[config.mk]
export PLATFORM = sky130hd
export DESIGN_NAME = knn_ctrl
export DESIGN_NICKNAME = d
export VERILOG_FILES = /design/src/rtl/core/knn_pkg.sv /design/src/rtl/core/knn_ctrl.sv
export SDC_FILE = /design/constraint.sdc
export NUM_CORES = 1
export LEC_CHECK = 0
export BUFFER_PORTS_ARGS = -buffer_cell sky130_fd_sc_hd__buf_2
export CORE_AREA = 2 2 39 41
export CTS_CLUSTER_SIZE = 20
export DETAILED_ROUTE_END_ITERATION = 8
export DIE_AREA = 0 0 41 43
export PLACE_DENSITY = 0.67
export SLEW_MARGIN = 20
export SYNTH_ARGS = -nofsm -noshare
export SYNTH_HDL_FRONTEND = slang
export SYNTH_SLANG_ARGS = --single-unit
export TNS_END_PERCENT = 1
[constraint.sdc]
create_clock -name aclk -period 1.5 [get_ports aclk]
set_input_delay 0.45 -clock aclk [delete_from_list [all_inputs] [get_ports aclk]]
set_output_delay 0.45 -clock aclk [all_outputs]
set_load 0.005 [all_outputs]
[src/rtl/core/knn_pkg.sv]
// shared constants, codes and controller/datapath interface types for the knn classifier
`timescale 1ns / 1ps
package knn_pkg;

    localparam int MAX_TRAIN_ROWS_DEF = 256;
    localparam int FEATURE_COUNT_DEF  = 784;
    localparam int CLASS_COUNT_DEF    = 10;

    localparam int LABEL_W = 4;
    localparam int FEAT_W  = 8;
    localparam int OP_W    = 2;
    localparam int K_W     = 8;

    localparam logic [K_W-1:0] K_RESET = 8'd5;

    typedef enum logic [OP_W-1:0] {
        OP_TRAIN  = 2'd0,
        OP_QUERY  = 2'd1,
        OP_CLEAR  = 2'd2,
        OP_UNUSED = 2'd3
    } knn_op_t;

    typedef enum logic [3:0] {
        ST_IDLE,
        ST_FILL,
        ST_DIST_INIT,
        ST_DIST,
        ST_SEL_INIT,
        ST_SCAN_INIT,
        ST_SCAN,
        ST_PICK,
        ST_ARGMAX,
        ST_OUT
    } knn_state_t;

    typedef struct packed {
        logic take;
        logic fill_step;
        logic dist_init;
        logic dist_run;
        logic pick_init;
        logic scan_init;
        logic scan_run;
        logic pick;
        logic argmax_run;
        logic out_load;
    } knn_cmd_t;

    typedef struct packed {
        logic fill_req;
        logic query_end;
        logic fill_last;
        logic fill_query;
        logic dist_done;
        logic picks_zero;
        logic scan_done;
        logic pick_final;
        logic argmax_done;
        logic out_free;
    } knn_status_t;

endpackage

[src/rtl/core/knn_ctrl.sv]
// sequencing state machine for the knn classifier
`timescale 1ns / 1ps
module knn_ctrl (
    input  logic                  aclk,
    input  logic                  aresetn,
    input  logic                  s_tvalid,
    output logic                  s_tready,
    input  knn_pkg::knn_status_t  status,
    output knn_pkg::knn_cmd_t     cmd
);
    import knn_pkg::*;

    knn_state_t state_reg;
    knn_state_t state_next;

    always_ff @(posedge aclk) begin
        if (!aresetn) begin
            state_reg <= ST_IDLE;
        end else begin
            state_reg <= state_next;
        end
    end

    always_comb begin
        state_next = state_reg;
        unique case (state_reg)
            ST_IDLE: begin
                if (s_tvalid) begin
                    if (status.fill_req) begin
                        state_next = ST_FILL;
                    end else if (status.query_end) begin
                        state_next = ST_DIST_INIT;
                    end
                end
            end
            ST_FILL: begin
                if (status.fill_last) begin
                    state_next = status.fill_query ? ST_DIST_INIT : ST_IDLE;
                end
            end
            ST_DIST_INIT: state_next = ST_DIST;
            ST_DIST: begin
                if (status.dist_done) begin
                    state_next = ST_SEL_INIT;
                end
            end
            ST_SEL_INIT: state_next = status.picks_zero ? ST_ARGMAX : ST_SCAN_INIT;
            ST_SCAN_INIT: state_next = ST_SCAN;
            ST_SCAN: begin
                if (status.scan_done) begin
                    state_next = ST_PICK;
                end
            end
            ST_PICK: state_next = status.pick_final ? ST_ARGMAX : ST_SCAN_INIT;
            ST_ARGMAX: begin
                if (status.argmax_done) begin
                    state_next = ST_OUT;
                end
            end
            ST_OUT: begin
                if (status.out_free) begin
                    state_next = ST_IDLE;
                end
            end
            default: state_next = ST_IDLE;
        endcase
    end

    always_comb begin
        cmd      = '0;
        s_tready = 1'b0;
        unique case (state_reg)
            ST_IDLE: begin
                s_tready = 1'b1;
                cmd.take = s_tvalid;
            end
            ST_FILL:      cmd.fill_step  = 1'b1;
            ST_DIST_INIT: cmd.dist_init  = 1'b1;
            ST_DIST:      cmd.dist_run   = 1'b1;
            ST_SEL_INIT:  cmd.pick_init  = 1'b1;
            ST_SCAN_INIT: cmd.scan_init  = 1'b1;
            ST_SCAN:      cmd.scan_run   = 1'b1;
            ST_PICK:      cmd.pick       = 1'b1;
            ST_ARGMAX:    cmd.argmax_run = 1'b1;
            ST_OUT:       cmd.out_load   = status.out_free;
            default:      cmd            = '0;
        endcase
    end

    // a request is only taken while idle
    assert property (@(posedge aclk) disable iff (!aresetn)
        cmd.take |-> state_reg == ST_IDLE)
        else $error("request taken outside idle");
    // a result is loaded only on leaving the output state
    assert property (@(posedge aclk) disable iff (!aresetn)
        cmd.out_load |=> state_reg == ST_IDLE)
        else $error("result load without return to idle");
    // each pick scan is preceded by its init
    assert property (@(posedge aclk) disable iff (!aresetn)
        (state_reg == ST_SCAN) && !$past(state_reg == ST_SCAN) |-> $past(cmd.scan_init))
        else $error("scan entered without init");

endmodule

Word-level counts from Yosys, hierarchy flattened
Index checks and enable logic that the tools add are counted.
{"block": "classes", "n_reduce_logical": 2, "muxes": 23, "n_eq_ne": 16}
{"op": "4-bit 2-to-1 mux", "count": 10}
{"op": "4-bit case mux with 10 select lines", "count": 1}
{"op": "4-bit by 3-bit == test with 1-bit output, second input constant", "count": 4}
{"op": "2-bit inequality test, second input constant", "count": 6}
{"op": "1-bit 2-to-1 mux", "count": 11}
{"op": "4-bit by 2-bit == test with 1-bit output, second input constant", "count": 2}
{"op": "4-bit == test, second input constant", "count": 2}
{"op": "7-bit AND reduction", "count": 1}
{"op": "4-bit by 1-bit == test with 1-bit output, second input constant", "count": 1}
{"op": "4-bit zero test", "count": 1}
{"op": "3-bit inequality test, second input constant", "count": 1}
{"op": "2-bit 2-to-1 mux", "count": 1}
{"block": "word_totals", "wordCells": 42, "ff_bits": 4, "in_bits": 13}

Logic depth before layout (Yosys ltp)
Gate-level depths: netlist of the first run.
{"block": "depth", "word_depth": 4, "ltp_mapped": 7}

Worst setup path before layout of the first run
OpenSTA, ideal clock, no wires.
{"block": "synth_timing", "kind": "reg2out", "start": "register state_reg[1]", "end": "output port cmd[3] (netlist name)", "n_path_buf": 2, "setup_slack_ps": 6, "t_arrival_ps": 1044, "stages_incl_launch_ff": 5, "path_cell_list": "dfxtp_1 buf_6 clkbuf_1 nand2_1 nor3_1"}
{"element": "start, declared", "line": "knn_ctrl.sv:13", "source": "knn_state_t state_reg;"}
{"element": "start signal, assigned", "line": "knn_ctrl.sv:20", "source": "state_reg <= state_next;"}
{"element": "end, declared", "line": "knn_ctrl.sv:9", "source": "output knn_pkg::knn_cmd_t cmd"}

==> reports/summary.txt, run 1 <==
outcome - finished with violations
failing checks - setup timing
GRT Overall Usage - 19.46%
port bufs - 23
crit path max-delay cell type - dfxtp_4
EDFF count, synth - 0
Core ar. - 0.001384 mm^2
P_leak - 0.4036 nW
crit-path max cell delay - 0.39 ns
RD Place Congestion - 0.8222
initial core utilization - 35.99%
Setup WS pre-CTS - -0.09685 ns
CP Class - register to primary output
number of global-route vias before repair - 607
Final period util - 109.2%
Top Metal Used - met4
Worst Path Max Fanout - 12
initial antenna violation count - 0
CTS tree - yes
H-tree depth - 1
RSZ-0062 raised after global routing - true
worst hold path type - primary input to register
WP data required - 1.05 ns
flops & latches, synth - 4
CTS root buf - clkbuf_4
crit-path cells - nor4_4 > and2_1 > buf_2
Power Density - 648.5 mW/mm^2
first-pass GRT wire length - 2380 um
worst skew pair latency - 0.23 ns
Max Buffers Root-to-Sink - 2
routed len/inst - 12.44 um
initial DRC count - 14
Worst-path clk slew - 0.04 ns
fin crit period - 1.638 ns
first drt pass iteration count - 4
VDD IR max - 0.0002689 V
Fmax - 610.6 MHz
met3 wire length - 80 um
Syn Nets - 86
Worst EP arrival - 1.19 ns
met2 WL - 849 um
Sum Neg Setup Slack - -0.7084 ns
io pins - 24
Synth cell types - 31
Final ANT Viol Nets - 0
Die X - 41 um
Mapped Area - 498.0 um^2
DRC - 0
worst slew pin tran - 0.2952 ns
Post-synth top flop - dfxtp_1
routed vias - 700
GRT Residual Overflow - 0
row count - 14
Final Max Tran Viols - 0
synthesized area per cell - 6.822 um^2
sequential area share after synthesis - 16.08%
Die Height - 43 um
via-per-instance ratio - 5.469
Slew HR - 80.30%
Worst Setup End Kind - primary output
Hold Vio Cnt, Final - 0
synthesized instance count - 73
Post-synth ARST share - 0%
commonest non-fill, non-tap cell in the layout - buf_2
number of diodes - 0
die outline area - 0.001763 mm^2
wl on met1 - 641 um
fin worst setup slack - -0.1378 ns
detailed placer's ending HPWL - 1153 um
clk sinks - 4
# hold bufs at CTS - 0
Layout area overhead - 69.35%
clk_skew - 0.0002798 ns
max FFs per register - 4
total power draw - 0.5469 mW
critical path startpoint category - register
CTS Buf Count - 3
final setup fails - 12
share of cells above drive strength 1 - 55.36%
most frequent cells in the layout - 23 x buf_2, 15 x buf_4, 10 x nor2_1
Max-Cap Viols - 0
largest net degree at the start of global routing - 13
Nets - 127
overall routed net length - 1592 um
Ys Warns - 0
## per-layer routing
metal | track usage [%] | vias up
li1 | - | 341
met1 | 22.76 | 328
met2 | 32.81 | 27
met3 | 1.571 | 4
met4 | 10.00 | 0
met5 | 0 | -
## worst max-delay path, delay by kind of cell (launching register included)
kind	cells	cell delay [ns]
buffers and inverters	1	0.10
flip-flops	1	0.39
AND/OR/NAND/NOR	2	0.47
## path summary, 6_finish.rpt
kind                                    from           end  slack, ns  cells past startpoint
worst max register to register  state_reg[2]  state_reg[1]      -0.01                      6
worst max-delay path            state_reg[0]        cmd[9]      -0.14                      3
worst min-delay path                 aresetn  state_reg[3]       0.50                      3
worst min register to register  state_reg[0]  state_reg[0]       0.68                      3
## final cells by class
cell class	instances	area [um^2]
repair buffers	42	272.8
well taps	16	20.02
flip-flops and latches	4	95.09
multi-input cells	59	417.9
fillers	124	540.5
clock buffers	3	22.52
inverters	4	15.01
## kinds of logic after synthesis
logic type | count (synthesis) | share of synthesized area [%]
compound gates | 18 | 24.37
buf+inv | 10 | 11.30
flops | 4 | 16.08
simple gates | 41 | 48.24
## per-stage QoR
step | util [%] | cell area, um^2 | instances | hold slack [ns]
3_5_place_dp | 50.36 | 696.9 | 120 | 0.6874
2_1_floorplan | - | 498.0 | 73 | 0.5893
6_report | 60.94 | 843.3 | 128 | 0.4988
4_1_cts | 57.78 | 799.5 | 128 | 0.5030
3_3_place_gp | 50.36 | 696.9 | 120 | 0.6803
5_1_grt | 60.94 | 843.3 | 128 | 0.5099
## where the power goes
| part | total, mW | switching, mW | internal, mW |
|---|---|---|---|
| combinational | 0.264 | 0.120 | 0.144 |
| sequential | 0.151 | 0.0347 | 0.116 |
| clock | 0.132 | 0.0426 | 0.0894 |
## timing repair
action | 4_1_cts | 5_1_grt
setup endpoints to repair | 14 | 13
pin swaps | 2 | 1
setup buffers | 5 | 0
resized for setup | 14 | 8
## synthesized netlist by cell type (all sizes together), types with 2 or more instances
cell | count | area [um^2]
a21oi | 3 | 15.01
buf | 5 | 37.53
dfxtp | 4 | 80.08
inv | 4 | 15.01
nand2 | 8 | 30.03
nand2b | 3 | 18.77
nand3 | 3 | 15.01
nor2 | 11 | 41.29
nor3 | 5 | 25.02
nor3b | 2 | 20.02
nor4 | 2 | 18.77
o21ai | 7 | 35.03
Note: power is estimated with default switching activity, not from simulation.
==> run 2: changes to the inputs <==
--- a/config.mk
+++ b/config.mk
@@ -6,6 +6,7 @@
 export NUM_CORES = 1
 export LEC_CHECK = 0
 export BUFFER_PORTS_ARGS = -buffer_cell sky130_fd_sc_hd__buf_2
+export CAP_MARGIN = 40
 export CORE_AREA = 2 2 39 41
 export CTS_CLUSTER_SIZE = 20
 export DETAILED_ROUTE_END_ITERATION = 8
@@ -15,4 +16,3 @@
 export SYNTH_ARGS = -nofsm -noshare
 export SYNTH_HDL_FRONTEND = slang
 export SYNTH_SLANG_ARGS = --single-unit
-export TNS_END_PERCENT = 1
==> constraint.sdc (replaced) <==
create_clock -name aclk -period 1.9 [get_ports aclk]
set_input_delay 0.57 -clock aclk [delete_from_list [all_inputs] [get_ports aclk]]
set_output_delay 0.57 -clock aclk [all_outputs]
set_load 0.005 [all_outputs]
==> reports/summary.txt, run 2 (synthesized netlist as in run 1, its figures left out) <==
outcome - finished, final reports clean (was finished with violations)
sequential share of power - 28.2% (was 27.6%)
CTS tree - yes (unchanged)
post-layout util - 48.92% (was 60.94%)
design area - 676.9 um^2 (was 843.3 um^2)
Layout area overhead - 35.93% (was 69.35%)
largest net degree at the start of global routing - 12 (was 13)
crit path max-delay cell type - dfxtp_2 (was dfxtp_4)
CTS root buf - clkbuf_4 (unchanged)
clock network power share - 27.8% (was 24.1%)
GRT Overall Usage - 18.56% (was 19.46%)
Internal Pwr Total - 0.2541 mW (was 0.3495 mW)
GRT Residual Overflow - 0 (unchanged)
Die Height - 43 um (unchanged)
initial DRC count - 10 (was 14)
first drt pass iteration count - 4 (unchanged)
RR Startpoint - state_reg[1] (was state_reg[2])
P_leak - 0.3198 nW (was 0.4036 nW)
fin worst setup slack - 0.06894 ns (was -0.1378 ns)
clk_skew - 0.003060 ns (was 0.0002798 ns)
commonest non-fill, non-tap cell in the layout - buf_2 (unchanged)
Hold EP - state_reg[3] (unchanged)
Hold WS - 0.6094 ns (was 0.4988 ns)
routed len/inst - 12.40 um (was 12.44 um)
Die X - 41 um (unchanged)
met2 WL - 726 um (was 849 um)
area of placed instances - 644.4 um^2 (was 696.9 um^2)
VDD IR max - 0.0002998 V (was 0.0002689 V)
Final period util - 96.37%
Max-Cap Viols - 0 (unchanged)
final setup fails - 0 (was 12)
CP delay by family, top - flip-flops (was simple AND/OR/NAND/NOR gates)
row count - 14 (unchanged)
Gate power share - 43.9% (was 48.3%)
Top Metal Used - met4 (unchanged)
hold_sp - aresetn (unchanged)
RD Place Congestion - 0.7843 (was 0.8222)
routed vias - 617 (was 700)
Hold Vio Cnt, Final - 0 (unchanged)
NetSw - 0.1483 mW (was 0.1974 mW)
first-pass GRT wire length - 2283 um (was 2380 um)
max FFs per register - 4 (unchanged)
detailed placer's ending HPWL - 1151 um (was 1153 um)
worst slew pin tran - 0.3367 ns (was 0.2952 ns)
Nets - 115 (was 127)
crit-path max cell delay - 0.36 ns (was 0.39 ns)
r2r endpoint - state_reg[1] (unchanged)
number of diodes - 0 (unchanged)
overall routed net length - 1438 um (was 1592 um)
Core ar. - 0.001384 mm^2 (unchanged)
port bufs - 23 (unchanged)
CP Class - register to primary output (unchanged)
CTS Buf Count - 3 (unchanged)
Worst Reg-to-Reg Cells - 6 (unchanged)
die outline area - 0.001763 mm^2 (unchanged)
wl on met1 - 617 um (was 641 um)
WP data required - 1.33 ns (was 1.05 ns)
via-per-instance ratio - 5.319 (was 5.469)
switching share of total power - 36.85% (was 36.09%)
share of cells above drive strength 1 - 43.00% (was 55.36%)
number of global-route vias before repair - 593 (was 607)
Setup WS pre-CTS - 0.2072 ns (was -0.09685 ns)
Fmax - 546.1 MHz
H-tree depth - 1 (unchanged)
clk sinks - 4 (unchanged)
Power Density - 594.5 mW/mm^2 (was 648.5 mW/mm^2)
Worst EP arrival - 1.26 ns (was 1.19 ns)
RSZ-0062 raised after global routing - true (unchanged)
crit-path cells - buf_4 > nor4b_4 > buf_2 (was nor4_4 > and2_1 > buf_2)
fin crit period - 1.831 ns
most frequent cells in the layout - 23 x buf_2, 11 x nor2_1, 8 x nand2_1 (was 23 x buf_2, 15 x buf_4, 10 x nor2_1)
Max Buffers Root-to-Sink - 2 (unchanged)
Bufs and invs on worst path - 2 (was 1)
met3 wire length - 78 um (was 80 um)
Final Max Tran Viols - 0 (unchanged)
worst hold path type - primary input to register (unchanged)
critical path startpoint category - register (unchanged)
Worst Setup End Kind - primary output (unchanged)
Worst Path Max Fanout - 9 (was 12)
Worst-path clk slew - 0.04 ns (about the same)
DRC - 0 (unchanged)
io pins - 24 (unchanged)
Final ANT Viol Nets - 0 (unchanged)
Slew HR - 77.53% (was 80.30%)
r2r setup slk - 0.34 ns (was -0.01 ns)
# hold bufs at CTS - 0 (unchanged)
worst skew pair latency - 0.24 ns (was 0.23 ns)
Hold Path Stages - 3 (unchanged)
initial core utilization - 35.99% (unchanged)
initial antenna violation count - 0 (unchanged)
-- run 2: layout make-up --
cell class | instances | area (um^2)
Sequential cell | 4 | 85.08
Multi-Input combinational cell | 59 | 366.6
Fill cell | 144 | 706.9
Tap cell | 16 | 20.02
Inverter | 4 | 15.01
Clock buffer | 3 | 22.52
Timing Repair Buffer | 30 | 167.7
-- run 2: repair_timing --
action | CTS | global route
gates resized for setup | 2 | 3
setup endpoints to repair | 5 | 3
hold endpoints to repair | 0 | 0
setup buffers | 0 | 0
cloned | 0 | 0
-- run 2: worst max path at each step --
| stage | start | cells past startpoint | slack (ns) | end |
|---|---|---|---|---|
| 2_1_floorplan | state_reg[1] | 4 | 0.29 | cmd[3] |
| 3_3_place_gp | status[7] | 6 | 0.21 | state_reg[1] |
| 3_5_place_dp | status[7] | 6 | 0.21 | state_reg[1] |
| 4_1_cts | state_reg[1] | 3 | 0.009 | cmd[1] |
| 5_1_grt | state_reg[1] | 3 | -0.0006 | cmd[1] |
| 6_report | state_reg[1] | 3 | 0.07 | cmd[1] |
-- run 2: per-layer routing --
metal / vias to the layer above / GRT usage, %
li1: 319 / -
met1: 277 / 20.19
met2: 19 / 33.13
met3: 2 / 3.665
met4: 0 / 6.000
met5: - / 0
-- run 2: power groups by stage --
stage	combinational [mW]	sequential, mW	clock (mW)
floorplan	0.128	0.100	0
global placement	0.174	0.113	0
detailed placement	0.176	0.112	0
CTS	0.176	0.111	0.113
global route	0.198	0.115	0.115
finish	0.177	0.114	0.112
-- run 2: tightest hold or removal path: stages --
cell and delay (ns):
buf_2 0.13, nand2_1 0.06, o22ai_1 0.05
-- run 2: stage by stage --
step           std cells  power [mW]  setup TNS (ns)
6_report             116      0.4024               0
5_1_grt              116      0.4274      -0.0005786
4_1_cts              116      0.4007               0
3_5_place_dp         113      0.2876               0
3_3_place_gp         113      0.2861               0
2_1_floorplan         73      0.2282               0
==> run 3: changes to the inputs <==
--- a/config.mk
+++ b/config.mk
@@ -11,6 +11,7 @@
 export CTS_CLUSTER_SIZE = 20
 export DETAILED_ROUTE_END_ITERATION = 8
 export DIE_AREA = 0 0 41 43
+export GPL_TIMING_DRIVEN = 0
 export PLACE_DENSITY = 0.67
 export SLEW_MARGIN = 20
 export SYNTH_ARGS = -nofsm -noshare
==> reports/summary.txt, run 3 (synthesized netlist as in run 1, its figures left out) <==
outcome - finished, final reports clean (unchanged)
Worst Path Max Fanout - 7 (was 9)
GRT Residual Overflow - 0 (unchanged)
CTS tree - yes (unchanged)
first drt pass iteration count - 4 (unchanged)
row count - 14 (unchanged)
initial core utilization - 35.99% (unchanged)
fin worst setup slack - 0.06430 ns (was 0.06894 ns)
Crit path depth - 6 (was 3)
H-tree depth - 1 (unchanged)
number of diodes - 0 (unchanged)
Max-Cap Viols - 0 (unchanged)
critical path startpoint category - register (unchanged)
clk_skew - 0.006749 ns (was 0.003060 ns)
Hold Vio Cnt, Final - 0 (unchanged)
Hold Path Stages - 3 (unchanged)
largest net degree at the start of global routing - 20 (was 12)
fin crit period - 1.836 ns (was 1.831 ns)
Die X - 41 um (unchanged)
most frequent cells in the layout - 23 x buf_2, 11 x nor2_1, 8 x buf_4 (was 23 x buf_2, 11 x nor2_1, 8 x nand2_1)
first-pass GRT wire length - 2201 um (was 2283 um)
port bufs - 23 (unchanged)
CP delay by family, top - buffers and inverters (was flip-flops)
die outline area - 0.001763 mm^2 (unchanged)
share of cells above drive strength 1 - 50.00% (was 43.00%)
crit-path cells - buf_6 > clkinvlp_4 > buf_4 > nand2_2 > nor2_1 > buf_2 (was buf_4 > nor4b_4 > buf_2)
Power Density - 537.9 mW/mm^2 (was 594.5 mW/mm^2)
Layout area overhead - 56.28% (was 35.93%)
worst hold path type - primary input to register (unchanged)
post-layout util - 56.24% (was 48.92%)
Nets - 121 (was 115)
io pins - 24 (unchanged)
Slew HR - 77.50% (was 77.53%)
GRT Overall Usage - 18.07% (was 18.56%)
via-per-instance ratio - 5.492 (was 5.319)
routed len/inst - 12.66 um (was 12.40 um)
worst slew pin tran - 0.3372 ns (was 0.3367 ns)
Setup WS pre-CTS - -0.0002192 ns (was 0.2072 ns)
Bufs and invs on worst path - 4 (was 2)
commonest non-fill, non-tap cell in the layout - buf_2 (unchanged)
Worst Setup End Kind - primary output (unchanged)
WP data required - 1.33 ns (about the same)
CTS root buf - clkbuf_4 (unchanged)
# hold bufs at CTS - 0 (unchanged)
Core ar. - 0.001384 mm^2 (unchanged)
Worst-path clk slew - 0.04 ns (about the same)
Die Height - 43 um (unchanged)
Fmax - 544.8 MHz (was 546.1 MHz)
initial DRC count - 12 (was 10)
crit path max-delay cell type - dfxtp_1 (was dfxtp_2)
RD Place Congestion - 0.7873 (was 0.7843)
worst skew pair latency - 0.24 ns (about the same)
Final ANT Viol Nets - 0 (unchanged)
overall routed net length - 1545 um (was 1438 um)
Max Buffers Root-to-Sink - 2 (unchanged)
Sequential Area - 85.08 um^2 (unchanged)
routed vias - 670 (was 617)
detailed placer's ending HPWL - 1050 um (was 1151 um)
clk sinks - 4 (unchanged)
initial antenna violation count - 0 (unchanged)
VDD IR max - 0.0004281 V (was 0.0002998 V)
Worst EP arrival - 1.27 ns (was 1.26 ns)
area of the multi-input gates - 396.6 um^2 (was 366.6 um^2)
CP Class - register to primary output (unchanged)
Final Max Tran Viols - 0 (unchanged)
crit-path max cell delay - 0.33 ns (was 0.36 ns)
max FFs per register - 4 (unchanged)
final setup fails - 0 (unchanged)
P_leak - 0.3624 nW (was 0.3198 nW)
CTS Buf Count - 3 (unchanged)
DRC - 0 (unchanged)
number of global-route vias before repair - 534 (was 593)
Final period util - 96.62% (was 96.37%)
FILL cells - 138 (was 144)
Worst Reg-to-Reg Cells - 7 (was 6)
-- run 3: metal layers --
layer | part of all wire [%] | up-vias | GRT usage (%)
met5 | 0 | - | 0
li1 | - | 328 | -
met4 | 0 | 0 | 2.000
met3 | 7.7 | 0 | 7.853
met2 | 51 | 29 | 27.19
met1 | 41 | 313 | 24.12
-- run 3: final cells by class --
class	count	share of cell area (%)
plain buffers	5	7.717
clock buffers	3	2.894
inverters	4	2.412
multi-input cells	59	50.96
flip-flops and latches	4	10.93
well taps	16	2.572
repair buffers	31	22.51
-- run 3: worst register-to-register path, delay by kind of cell (launching register included) --
kind,cells,cell delay [ns]
buf+inv,2,0.28
simple gates,3,0.56
flops,1,0.30
compound gates,2,0.31
-- run 3: per-stage QoR --
stage | power [mW] | instance area [um^2] | cells | hold WS [ns] | TNS [ns]
after floorplan | 0.2282 | 498.0 | 73 | 0.7086 | 0
after global placement | 0.2789 | 633.1 | 112 | 0.7496 | 0
after detailed placement | 0.2809 | 633.1 | 112 | 0.7417 | -0.0002192
after CTS | 0.3921 | 656.9 | 114 | 0.6219 | -0.1138
after global routing | 0.4490 | 778.2 | 122 | 0.6432 | -0.02609
final | 0.4186 | 778.2 | 122 | 0.6240 | 0
-- run 3: final timing paths --
path                     start           end  slack [ns]
setup / recovery  state_reg[3]        cmd[4]        0.06
hold / removal         aresetn  state_reg[0]        0.62
setup reg to reg  state_reg[1]  state_reg[1]        0.34
hold reg to reg   state_reg[0]  state_reg[0]        0.69
-- run 3: timing repair --
item | CTS | global route
buffers inserted | 0 | 8
pin swaps | 0 | 2
gates resized for setup | 4 | 18
endpoints found under the setup margin | 9 | 9
hold endpoints to repair | 0 | 0
-- run 3: report_power, final --
group / total (mW) / switching, mW / leakage [nW] / internal, mW
registers: 0.101 / 0.0101 / 0.0337 / 0.0912
clock network: 0.108 / 0.0375 / 0.0138 / 0.0708
logic: 0.209 / 0.106 / 0.315 / 0.103
